[config.mk]
export PLATFORM = sky130hd
export DESIGN_NAME = linear_queue_with_search_max_unit
export DESIGN_NICKNAME = d
export VERILOG_FILES = /design/src/sv/lqsm_pkg.sv /design/src/sv/linear_queue_with_search_max_unit.sv
export SDC_FILE = /design/constraint.sdc
export NUM_CORES = 1
export LEC_CHECK = 0
export ABC_AREA = 1
export BUFFER_PORTS_ARGS = -buffer_cell sky130_fd_sc_hd__buf_2
export CORE_ASPECT_RATIO = 0.9
export CORE_UTILIZATION = 35
export DETAILED_ROUTE_END_ITERATION = 8
export SYNTH_ARGS = -nofsm -noshare
export SYNTH_HDL_FRONTEND = slang
export SYNTH_SLANG_ARGS = --single-unit
[constraint.sdc]
create_clock -name clk -period 7.4 [get_ports clk]
set_input_delay 2.22 -clock clk [delete_from_list [all_inputs] [get_ports clk]]
set_output_delay 2.22 -clock clk [all_outputs]
set_load 0.005 [all_outputs]
[src/sv/lqsm_pkg.sv]
// ----------------------------------------------------------------------------
// lqsm_pkg
// Shared types and codes for the linear queue with search and max.
// ----------------------------------------------------------------------------
package lqsm_pkg;

  typedef enum logic [0:0] {
    S_IDLE = 1'b0,
    S_WALK = 1'b1
  } lqsm_state_t;

  typedef logic [2:0] req_t;
  localparam req_t REQ_ENQUEUE  = 3'd0;
  localparam req_t REQ_DEQUEUE  = 3'd1;
  localparam req_t REQ_PEEK     = 3'd2;
  localparam req_t REQ_SEARCH   = 3'd3;
  localparam req_t REQ_MAX      = 3'd4;
  localparam req_t REQ_TRAVERSE = 3'd5;

  typedef logic [1:0] status_t;
  localparam status_t ST_OK       = 2'd0;
  localparam status_t ST_OVERFLOW = 2'd1;
  localparam status_t ST_EMPTY    = 2'd2;

  localparam int CAP_BITS     = 5;
  localparam int CAP_RESET    = 16;
  localparam int SLOT_OUT_BITS = 4;

endpackage

[src/sv/linear_queue_with_search_max_unit.sv]
// ----------------------------------------------------------------------------
// linear_queue_with_search_max_unit
// Enqueue, and any defined request on an empty queue, gives its result in the
//   cycle after accept with busy staying low.
// Dequeue, peek, search, max and traverse walk the slot store one slot per
//   cycle through its registered read port, visiting at most STORE_DEPTH
//   slots; busy is high for the walk.
// Reset clears front and rear, sets the empty flag and sets capacity to 16;
//   the slot store is not cleared. Results are strobed and cannot be stalled.
// ----------------------------------------------------------------------------
module linear_queue_with_search_max_unit
  import lqsm_pkg::*;
#(
  parameter int STORE_DEPTH = 16,
  parameter int WORD_BITS   = 32
) (
  input  logic                        clk,
  input  logic                        rst_n,
  input  logic                        start,
  output logic                        busy,
  input  logic [2:0]                  in_req_type,
  input  logic signed [WORD_BITS-1:0] in_operand_value,
  input  logic                        cfg_we,
  input  logic [CAP_BITS-1:0]         cfg_wdata,
  output logic                        out_strobe,
  output logic [1:0]                  out_status,
  output logic signed [WORD_BITS-1:0] out_data_word,
  output logic                        out_match_found,
  output logic [SLOT_OUT_BITS-1:0]    out_match_slot,
  output logic                        out_last_result
);

  localparam int AW = (STORE_DEPTH > 1) ? $clog2(STORE_DEPTH) : 1;
  localparam int CW = (AW + 1 > CAP_BITS) ? AW + 1 : CAP_BITS;

  lqsm_state_t state_r, state_nxt;

  logic signed [WORD_BITS-1:0] mem [STORE_DEPTH];
  logic signed [WORD_BITS-1:0] rdata_r;
  logic [AW-1:0]               rd_addr;
  logic                        wr_en;
  logic [AW-1:0]               wr_addr;

  logic [AW-1:0]               front_r, front_nxt;
  logic [AW-1:0]               rear_r, rear_nxt;
  logic                        empty_r, empty_nxt;
  logic [CAP_BITS-1:0]         cap_r;
  logic [AW-1:0]               cur_r, cur_nxt;
  logic                        first_r, first_nxt;
  logic signed [WORD_BITS-1:0] max_r, max_nxt;
  logic signed [WORD_BITS-1:0] key_r, key_nxt;
  req_t                        op_r, op_nxt;

  logic                        strobe_r, strobe_nxt;
  status_t                     status_r, status_nxt;
  logic signed [WORD_BITS-1:0] data_r, data_nxt;
  logic                        found_r, found_nxt;
  logic [SLOT_OUT_BITS-1:0]    slot_r, slot_nxt;
  logic                        last_r, last_nxt;

  logic                        accept;
  logic                        at_rear;
  logic                        walk_done;
  logic [CW-1:0]               cap_eff;
  logic                        full;
  logic signed [WORD_BITS-1:0] max_cand;
  logic [CW-1:0]               cur_ext;

  assign accept  = start && (state_r == S_IDLE);
  assign at_rear = (cur_r == rear_r);

  always_comb begin
    cap_eff = CW'(cap_r);
    if (cap_r == '0) begin
      cap_eff = CW'(1);
    end
    if (cap_eff > CW'(STORE_DEPTH)) begin
      cap_eff = CW'(STORE_DEPTH);
    end
  end

  assign full     = (CW'(rear_r) + CW'(1)) >= cap_eff;
  assign max_cand = (first_r || (rdata_r > max_r)) ? rdata_r : max_r;
  assign cur_ext  = CW'(cur_r);

  assign rd_addr = (state_r == S_WALK) ? cur_r + AW'(1) : front_r;
  assign wr_en   = accept && (in_req_type == REQ_ENQUEUE) && (empty_r || !full);
  assign wr_addr = empty_r ? '0 : rear_r + AW'(1);

  always_ff @(posedge clk) begin
    if (wr_en) begin
      mem[wr_addr] <= in_operand_value;
    end
    rdata_r <= mem[rd_addr];
  end

  always_comb begin
    walk_done = 1'b0;
    case (op_r)
      REQ_DEQUEUE, REQ_PEEK: walk_done = 1'b1;
      REQ_SEARCH:            walk_done = (rdata_r == key_r) || at_rear;
      REQ_MAX, REQ_TRAVERSE: walk_done = at_rear;
      default:               walk_done = 1'b1;
    endcase
  end

  always_comb begin
    state_nxt = state_r;
    case (state_r)
      S_IDLE: begin
        if (accept && !empty_r &&
            (in_req_type == REQ_DEQUEUE || in_req_type == REQ_PEEK ||
             in_req_type == REQ_SEARCH || in_req_type == REQ_MAX ||
             in_req_type == REQ_TRAVERSE)) begin
          state_nxt = S_WALK;
        end
      end
      S_WALK: begin
        if (walk_done) begin
          state_nxt = S_IDLE;
        end
      end
      default: state_nxt = S_IDLE;
    endcase
  end

  always_comb begin
    front_nxt  = front_r;
    rear_nxt   = rear_r;
    empty_nxt  = empty_r;
    cur_nxt    = cur_r;
    first_nxt  = first_r;
    max_nxt    = max_r;
    key_nxt    = key_r;
    op_nxt     = op_r;
    strobe_nxt = 1'b0;
    status_nxt = ST_OK;
    data_nxt   = '0;
    found_nxt  = 1'b0;
    slot_nxt   = '0;
    last_nxt   = 1'b1;
    case (state_r)
      S_IDLE: begin
        if (accept) begin
          op_nxt    = in_req_type;
          key_nxt   = in_operand_value;
          cur_nxt   = front_r;
          first_nxt = 1'b1;
          case (in_req_type)
            REQ_ENQUEUE: begin
              strobe_nxt = 1'b1;
              if (empty_r) begin
                front_nxt = '0;
                rear_nxt  = '0;
                empty_nxt = 1'b0;
              end else if (full) begin
                status_nxt = ST_OVERFLOW;
              end else begin
                rear_nxt = rear_r + AW'(1);
              end
            end
            REQ_DEQUEUE, REQ_PEEK, REQ_MAX, REQ_TRAVERSE: begin
              if (empty_r) begin
                strobe_nxt = 1'b1;
                status_nxt = ST_EMPTY;
              end
            end
            REQ_SEARCH: begin
              if (empty_r) begin
                strobe_nxt = 1'b1;
              end
            end
            default: begin
            end
          endcase
        end
      end
      S_WALK: begin
        cur_nxt   = cur_r + AW'(1);
        first_nxt = 1'b0;
        max_nxt   = max_cand;
        case (op_r)
          REQ_DEQUEUE, REQ_PEEK: begin
            strobe_nxt = 1'b1;
            data_nxt   = rdata_r;
            if (op_r == REQ_DEQUEUE) begin
              if (front_r == rear_r) begin
                front_nxt = '0;
                rear_nxt  = '0;
                empty_nxt = 1'b1;
              end else begin
                front_nxt = front_r + AW'(1);
              end
            end
          end
          REQ_SEARCH: begin
            if (rdata_r == key_r) begin
              strobe_nxt = 1'b1;
              found_nxt  = 1'b1;
              slot_nxt   = cur_ext[SLOT_OUT_BITS-1:0];
            end else if (at_rear) begin
              strobe_nxt = 1'b1;
            end
          end
          REQ_MAX: begin
            if (at_rear) begin
              strobe_nxt = 1'b1;
              data_nxt   = max_cand;
            end
          end
          REQ_TRAVERSE: begin
            strobe_nxt = 1'b1;
            data_nxt   = rdata_r;
            last_nxt   = at_rear;
          end
          default: begin
          end
        endcase
      end
      default: begin
      end
    endcase
  end

  always_ff @(posedge clk) begin
    if (!rst_n) begin
      state_r  <= S_IDLE;
      front_r  <= '0;
      rear_r   <= '0;
      empty_r  <= 1'b1;
      cap_r    <= CAP_BITS'(CAP_RESET);
      strobe_r <= 1'b0;
    end else begin
      state_r  <= state_nxt;
      front_r  <= front_nxt;
      rear_r   <= rear_nxt;
      empty_r  <= empty_nxt;
      strobe_r <= strobe_nxt;
      if (cfg_we) begin
        cap_r <= cfg_wdata;
      end
    end
  end

  always_ff @(posedge clk) begin
    cur_r    <= cur_nxt;
    first_r  <= first_nxt;
    max_r    <= max_nxt;
    key_r    <= key_nxt;
    op_r     <= op_nxt;
    status_r <= status_nxt;
    data_r   <= data_nxt;
    found_r  <= found_nxt;
    slot_r   <= slot_nxt;
    last_r   <= last_nxt;
  end

  assign busy            = (state_r != S_IDLE);
  assign out_strobe      = strobe_r;
  assign out_status      = status_r;
  assign out_data_word   = data_r;
  assign out_match_found = found_r;
  assign out_match_slot  = slot_r;
  assign out_last_result = last_r;

  a_empty_ends: assert property (@(posedge clk) disable iff (!rst_n)
    empty_r |-> (front_r == '0) && (rear_r == '0))
    else $error("empty queue with nonzero ends");

  a_order: assert property (@(posedge clk) disable iff (!rst_n)
    !empty_r |-> front_r <= rear_r)
    else $error("front beyond rear");

  a_walk_range: assert property (@(posedge clk) disable iff (!rst_n)
    (state_r == S_WALK) |-> !empty_r && (cur_r >= front_r) && (cur_r <= rear_r))
    else $error("walk index outside queue");

  a_walk_ends: assert property (@(posedge clk) disable iff (!rst_n)
    (state_r == S_WALK) && (state_nxt == S_IDLE) |=> out_strobe && out_last_result)
    else $error("walk ended without final item");

endmodule
======== Word level (Yosys, flattened, before mapping) ========
Memory sizes are Yosys's and may differ from the RTL's. A register that Yosys moved wholly into a read port is not among the register bits.
Index checks and enable logic that the tools add are counted.
word-level totals
  register bits ........................... 128
  memory bits (writable) .................. 512
  logic and storage cells ................. 125
  memories ................................ 1
memories
  memory  words  bits a word  read ports  clocked after memory_dff  write ports  RTL line                                 source
  mem     16     32           1           1                         1            linear_queue_with_search_max_unit.sv:38  logic signed [WORD_BITS-1:0] mem [STORE_DEPTH];
cells by class
  add/sub/neg operators ................... 4
  $lt $le $gt $ge ......................... 3
  equal/unequal tests ..................... 20
  muxes and demuxes ....................... 50
  bitwise operators ....................... 2
  reductions and logical operators ........ 29
operator list
  kind                                                                     count
  32-bit 2-to-1 mux                                                        2
  4-bit 2-to-1 mux                                                         16
  32-bit case mux with 2 select lines                                      1
  32-bit == test                                                           1
  32-bit greater-than comparator                                           1
  4-bit case mux with 2 select lines                                       3
  1-bit 2-to-1 mux                                                         17
  4-bit by 1-bit adder with 4-bit output, second input constant            3
  3-bit by 2-bit == test with 1-bit output, second input constant          4
  3-bit == test, second input constant                                     4
  1-bit case mux with 2 select lines                                       6
  5-bit 2-to-1 mux                                                         2
  5-bit AND reduction                                                      2
  4-bit == test                                                            2
  2-bit by 1-bit inequality test with 1-bit output, second input constant  4
  1-bit logical OR                                                         7
  3-bit by 1-bit == test with 1-bit output, second input constant          2
  2-bit AND reduction                                                      3
  6-bit AND reduction                                                      1
  2-bit OR reduction                                                       3
  4-bit by 1-bit adder with 5-bit output, second input constant            1
  5-bit >= comparator                                                      1
  5-bit greater-than comparator, second input constant                     1
  1-bit logical AND                                                        5
  13 further kinds                                                         16

======== Depth between registers and ports, before layout ========
Gate-level depths: netlist (run 1).
  depth in word-level cells ............... 10
  gate-level depth with buffers ........... 18
  mapped depth without buffers ............ 17

======== Worst setup path before layout (run 1) ========
Ideal clock, no wire load.
  path type ............................... input to register
  start ................................... input port start
  end ..................................... memory mem[7][0], enable pin
  setup time .............................. 461 ps
  arrival time ............................ 5700 ps
  data required time ...................... 6939 ps
  slack ................................... 1239 ps
  cell stages on the path ................. 8
  cells stage by stage .................... inv_1 -> nor2_4 -> inv_2 -> nor2_1 -> nand2_1 -> inv_1 -> nand3_1 -> nor3_1
between the ends
  longest elaborated chain between the ends .. 5
RTL lines
  what                                    RTL line                                 source
  start: declaration                      linear_queue_with_search_max_unit.sv:19  input logic start,
  1-bit logical AND                       linear_queue_with_search_max_unit.sv:69  assign accept = start && (state_r == S_IDLE);
  1-bit logical AND (2 in a row)          linear_queue_with_search_max_unit.sv:87  assign wr_en = accept && (in_req_type == REQ_ENQUEUE) && (empty_r || !full);
  1-bit 2-to-1 mux                        linear_queue_with_search_max_unit.sv:91  if (wr_en) begin
  1-bit 2-to-1 mux (not written as such)  linear_queue_with_search_max_unit.sv:92  mem[wr_addr] <= in_operand_value;
  end: declaration                        linear_queue_with_search_max_unit.sv:38
No other way between the ends.

======== Final worst setup path (run 1) ========
  start ................................... input port start
  end ..................................... memory mem[15][19], enable pin
Same word-level chain as after synthesis.

==> results of run 1 <==
## per-layer routing
metal | GRT usage (%) | share of wire (%)
met5 | 0 | 0.072
met4 | 4.29 | 2.0
met3 | 3.16 | 6.5
met2 | 25.8 | 45
met1 | 24.6 | 47
## where the power goes
part           internal, mW  total, mW  switching (mW)
clock network          2.20       3.63            1.43
registers              4.15       4.19          0.0395
logic                0.0991      0.324           0.225
total                  6.45       8.15            1.70
## how the worst max path moves through the flow
| stage | from | to | slack, ps | cells after the start |
|---|---|---|---|---|
| after floorplan | start | mem[7][0]$_DFFE_PP_ | 1240 | 8 |
| after global placement | start | mem[11][11]$_DFFE_PP_ | 2100 | 10 |
| after detailed placement | start | mem[11][12]$_DFFE_PP_ | 1990 | 10 |
| after CTS | start | mem[11][4]$_DFFE_PP_ | 2630 | 10 |
| after global routing | start | mem[11][6]$_DFFE_PP_ | 2470 | 10 |
| final | start | mem[15][19]$_DFFE_PP_ | 2660 | 10 |
## registers in the layout, indices dropped and copies added (netlist names), 5 cells and up
register,count
mem,512
max_r,32
cap_r,5
out_data_word,32
key_r,32
rdata_r,32
## worst min-delay path, stage by stage, from the launching register on
cell	delay (ps)
dfxtp_1	310
inv_1	70
a21oi_1	70
## layout make-up
type / instances / area, um^2
antenna: 1 / 2.50
clock buffer: 100 / 2030
clock inverter: 27 / 355
fill: 7138 / 45400
inverter: 119 / 453
multi-input combinational: 1275 / 6940
sequential: 672 / 19300
tap: 1029 / 1290
timing repair buffer: 103 / 586
## cell usage after synthesis (12+ instances only)
| library cell | number | area, um^2 |
|---|---|---|
| edfxtp_1 | 584 | 17500 |
| o22ai_1 | 64 | 400 |
| dfxtp_1 | 88 | 1760 |
| inv_1 | 113 | 424 |
| or2_2 | 15 | 93.8 |
| clkbuf_1 | 94 | 353 |
| xor2_1 | 23 | 201 |
| o221ai_1 | 65 | 569 |
| nor3_1 | 14 | 70.1 |
| and2_1 | 32 | 200 |
| a21oi_1 | 52 | 260 |
| nand2_1 | 186 | 698 |
| nand2_2 | 12 | 75.1 |
| nand3_1 | 82 | 410 |
| o21ai_0 | 262 | 1310 |
| o211ai_1 | 63 | 473 |
| buf_2 | 24 | 120 |
| ha_1 | 40 | 500 |
| nor2_1 | 321 | 1200 |
## cells by family (layout without fill, tap and decap cells)
group | count (synthesis) | in the layout | share of synthesized area, %
AND/OR/NAND/NOR | 679 | 679 | 10.7
XOR/XNOR | 31 | 31 | 1.00
AO/OA/AOI/OAI | 525 | 525 | 11.6
adder cells (fa/ha/maj) | 40 | 40 | 1.85
flip-flops | 672 | 672 | 71.3
buffers and inverters | 245 | 349 | 3.64
other | 0 | 1 | 0
==> results_dict.tcl, run 1 <==
set metrics [dict create \
    status "complete, no violations" \
    clock_sinks 672 \
    ys_types 43 \
    finClkSkew_ps 19.6 \
    drv_slew 0 \
    ys_warn_count 0 \
    ant_nets 0 \
    viasPerCell 5.20 \
    start_util_pct 35.5 \
    drc 0 \
    r2r_cells 13 \
    rr_startpoint "cap_r[0]$_SDFFE_PN0P_" \
    finalHoldViolCount 0 \
    fin_cells 3326 \
    cts_buffers 72 \
    nets 2327 \
    min-delay-start "cap_r[0]$_SDFFE_PN0P_" \
    worstHoldPathType "reg2reg" \
    setup_viol 0 \
    finalCritPeriodShare_pct 64.1 \
    dp_slack_ps 1990 \
    gr-total-overflow 0 \
    mostFrequentLayoutCells "edfxtp_1 (584), nor2_1 (309), o21ai_0 (262)" \
    fp.dieArea_um2 78500 \
    synth_edf_count 584 \
    cts_max_level 3 \
    synthCells 2192 \
    critical_path_buf_inv_count 5 \
    routedWlPerCell_um 20.0 \
    postCtsSetupRepairBufs 0 \
    place_inst 3198 \
    period_needed_ps 4740 \
    fin_ws_ps 2660 \
    leakagePower_nw 10.7 \
    die_y_um 266 \
    cp_max_fo 38 \
    root_buffer "clkbuf_16" \
    critPathKind "in2reg" \
    ys_seq_area_share_pct 71.3 \
    drive_gt1_share_pct 11.5 \
    min_to "cap_r[0]$_SDFFE_PN0P_" \
    hold_ws_ps 491 \
    fp.dieW_um 295 \
    synthFlopType "edfxtp_1" \
    worstMarginPinSlew_ps 1190 \
    end_kind "register" \
    final_cell_area_um2 30900 \
    path_cells "buf_2 -> inv_1 -> nor2_4 -> buf_4 -> inv_2 -> nor2_1 -> nand2_1 -> inv_1 -> nand3_1 -> nor2_4" \
    arrival_ps 4950 \
    final_core_util_pct 40.5 \
    worstReg2RegEnd "mem[15][19]$_DFFE_PP_" \
    grt_pass1_wl_um 101000 \
    core_um2 76400 \
    crit_family "simple AND/OR/NAND/NOR gates" \
    synth_nets 2276 \
    place.gp.congestion 0.833 \
    fmax_mhz 211 \
    io_pins 86 \
    min_path_cells 2 \
    ys_seq_elements 672 \
    vias 17301 \
    async_flop_share_pct 0 \
    maxCapViolCount 0 \
    syn_area_um2 27100 \
    antenna_found_initial 6 \
    vdd_drop_max_uv 135 \
    layout_commonest_cell "edfxtp_1" \
    drt_wl_total_um 66500 \
    startpoint_type "input pin" \
    power_mw 8.15 \
    clk_latency_ps 600 \
    drtIter0Drc 1564 \
    ctsResizeCount 0 \
    cpPeakStageDelay_ps 970 \
    syn_avg_cell_area_um2 12.4 \
    worstPathRequired_ps 7600 \
    cts_tree "yes" \
    tns_ps 0 \
    rsz0062_at_grt "no" \
    first_global_vias 16873 \
    rrSetupSlack_ps 3140 \
    dp_hpwl_um 38600 \
    power_density_nw_per_um2 263 \
    slew_headroom_pct 20.4 \
    drt_pass1_iterations 7 \
    syn_to_final_growth_pct 14.3 \
    crit_slowest_cell "nor2_4" \
    num_rows 96 \
    path_clk_slew_ps 60 \
    clockBufferDepth 3 \
    grt_use_total_pct 16.9 \
    placed_area_um2 28600 \
    grt_max_degree 152 \
    cts_hold_buf 0 \
    port_buffers 85 \
]
No activity file was read; power rests on OpenSTA's default activity.
==> run 2, diff against run 1 <==
Settings changed: ABC_AREA 1 to 0.
Clock period 7.4 ns to 3.95 ns, I/O delays scaled along.
==> results_dict.tcl, run 2 <==
set metrics [dict create \
    synthCells 2041 \
    drt_pass1_iterations 5 \
    ctsResizeCount 0 \
    p_int_mw 11.5 \
    rr_startpoint "rear_r[0]$_SDFFE_PN0P_" \
    grt_max_degree 208 \
    largest_register "mem" \
    min-delay-start "max_r[15]$_DFFE_PP_" \
    ys_warn_count 0 \
    final_cell_area_um2 31000 \
    status "complete, no violations" \
    yosys-top-cells-count "edfxtp_1 (584), nand2_1 (537), nand3_1 (138)" \
    swShare_pct 21.3 \
    leakagePower_nw 11.0 \
    setup_viol 0 \
    r2r_cells 10 \
    syn_to_final_growth_pct 15.7 \
    worstPathRequired_ps 4250 \
    start_util_pct 35.6 \
    clk_latency_ps 610 \
    combPwrFrac_pct 4.0 \
    grt_use_total_pct 17.6 \
    yosysTopAreaCellShare_pct 65.4 \
    fin_ws_ps 320 \
    async_flop_share_pct 0 \
    syn_avg_cell_area_um2 13.1 \
    dp_hpwl_um 42100 \
    antenna_found_initial 6 \
    cts_hold_buf 0 \
    ys_seq_area_share_pct 72.0 \
    min_path_cells 1 \
    vias 16707 \
    fin_cells 3207 \
    crit_top_cell "ha_1" \
    cts_tree "yes" \
    p_clk_share_pct 42.6 \
    clockBufferDepth 3 \
    drv_slew 0 \
    slew_headroom_pct 29.6 \
    final_core_util_pct 41.2 \
    path_clk_slew_ps 60 \
    largest_reg_flops 512 \
    num_rows 95 \
    crit_slowest_cell "or3_1" \
    io_pins 86 \
    drtIter0Drc 1849 \
    root_buffer "clkbuf_16" \
    layout_commonest_cell "edfxtp_1" \
    fmax_mhz 275 \
    critical_path_buf_inv_count 2 \
    cp_max_fo 23 \
    die_y_um 265 \
    arrival_ps 3930 \
    power_density_nw_per_um2 473 \
    worstReg2RegEnd "mem[15][15]$_DFFE_PP_" \
    mostFrequentLayoutCells "edfxtp_1 (584), nand2_1 (537), nand3_1 (138)" \
    critPathKind "reg2reg" \
    ant_nets 0 \
    first_global_vias 16455 \
    drt_wl_total_um 68400 \
    drive_gt1_share_pct 14.1 \
    gr-total-overflow 0 \
    finalCritPeriodShare_pct 91.9 \
    path_cells "ha_1 -> xnor2_1 -> inv_1 -> ha_1 -> a21oi_1 -> o221a_2 -> nand3b_1 -> or3_1 -> nor2_4 -> buf_12" \
    rsz0062_at_grt "no" \
    vdd_drop_max_uv 278 \
    finClkSkew_ps 13.0 \
    synthFlopType "edfxtp_1" \
    finalHoldViolCount 0 \
    min_to "out_data_word[15]$_SDFF_PN0_" \
    routedWlPerCell_um 21.3 \
    yosysTopAreaCell "edfxtp_1" \
    fp.dieArea_um2 77700 \
    cpPeakStageDelay_ps 590 \
    dp_slack_ps 283 \
    crit_family "simple AND/OR/NAND/NOR gates" \
    power_frac_seq_pct 53.4 \
    power_mw 14.7 \
    grt_pass1_wl_um 103000 \
    startpoint_type "register" \
    place_inst 3082 \
    place.gp.congestion 0.868 \
    maxCapViolCount 0 \
    port_buffers 85 \
    synth_edf_count 584 \
    yosysMostFrequentCell "edfxtp_1" \
    nets 2222 \
    fp.dieW_um 294 \
    viasPerCell 5.21 \
    drc 0 \
    placed_area_um2 28900 \
    core_um2 75200 \
    worstMarginPinSlew_ps 1060 \
    ys_types 56 \
    rrSetupSlack_ps 320 \
    ys_seq_elements 672 \
    cts_buffers 72 \
    synth_nets 2125 \
    synth_area_leaders "edfxtp_1 (65%), nand2_1 (7.5%), dfxtp_1 (6.6%), a311oi_1 (3.1%), nand3_1 (2.6%)" \
    postCtsSetupRepairBufs 0 \
    clock_sinks 672 \
    period_needed_ps 3630 \
    syn_area_um2 26800 \
    net-switching-power_mw 3.13 \
    cts_max_level 3 \
    worstHoldPathType "reg2reg" \
    end_kind "register" \
]
run 2: cells by family after synthesis:
kind of cell	share of synthesized area [%]
xor+xnor	1.50
buf+inv	2.51
flops	72.0
mux	1.57
fa+ha+maj	1.87
compound gates	6.92
simple gates	13.7
run 2: final cells by class:
type                    count  area [um^2]
diodes                      1         2.50
clock buffers              98         2020
clock inverters            26          143
fillers                  6883        44200
inverters                  43          169
multi-input cells        1205         7070
flip-flops and latches    672        19300
well taps                1018         1270
repair buffers            144         1040
run 2: worst register-to-register path: cells and delay by family, from the launching register on:
| family | cells | cell delay (ps) |
|---|---|---|
| adders and majority gates | 2 | 570 |
| xor gates and xnor gates | 1 | 270 |
| DFF | 1 | 380 |
| and+or+nand+nor | 3 | 1300 |
| AOI/OAI and AO/OA | 2 | 410 |
| buffers and inverters | 2 | 380 |
run 2: per-layer routing:
metal | GRT usage, % | part of all wire (%) | vias to the layer above
met3 | 3.94 | 8.2 | 101
met2 | 26.7 | 45 | 596
met5 | 0 | 0.085 | -
li1 | - | - | 7703
met4 | 3.90 | 1.7 | 10
met1 | 25.6 | 45 | 8297
run 2: power groups by stage:
| stage | clock (mW) | sequential [mW] | combinational, mW |
|---|---|---|---|
| global placement | 0 | 7.98 | 0.569 |
| global route | 6.62 | 7.84 | 0.637 |
| floorplan | 0 | 7.96 | 0.318 |
| finish | 6.26 | 7.83 | 0.581 |
| CTS | 6.36 | 7.83 | 0.583 |
| detailed placement | 0 | 7.99 | 0.580 |
run 2: metrics by stage:
stage               TNS (ps)  hold WS [ps]
global route               0           549
finish                     0           515
CTS                        0           515
detailed placement         0           507
floorplan            -100670           478
global placement           0           499
run 2: worst max path at each step:
| stage | slack [ps] | cells past startpoint | endpoint | startpoint |
|---|---|---|---|---|
| after CTS | 360 | 10 | mem[15][19]$_DFFE_PP_ | rear_r[0]$_SDFFE_PN0P_ |
| after global placement | 330 | 7 | mem[15][13]$_DFFE_PP_ | in_req_type[1] |
| final | 320 | 10 | mem[15][15]$_DFFE_PP_ | rear_r[0]$_SDFFE_PN0P_ |
| after global routing | 140 | 10 | mem[15][25]$_DFFE_PP_ | rear_r[0]$_SDFFE_PN0P_ |
| after detailed placement | 280 | 7 | mem[15][16]$_DFFE_PP_ | in_req_type[1] |
| after floorplan | -320 | 4 | mem[10][0]$_DFFE_PP_ | start |
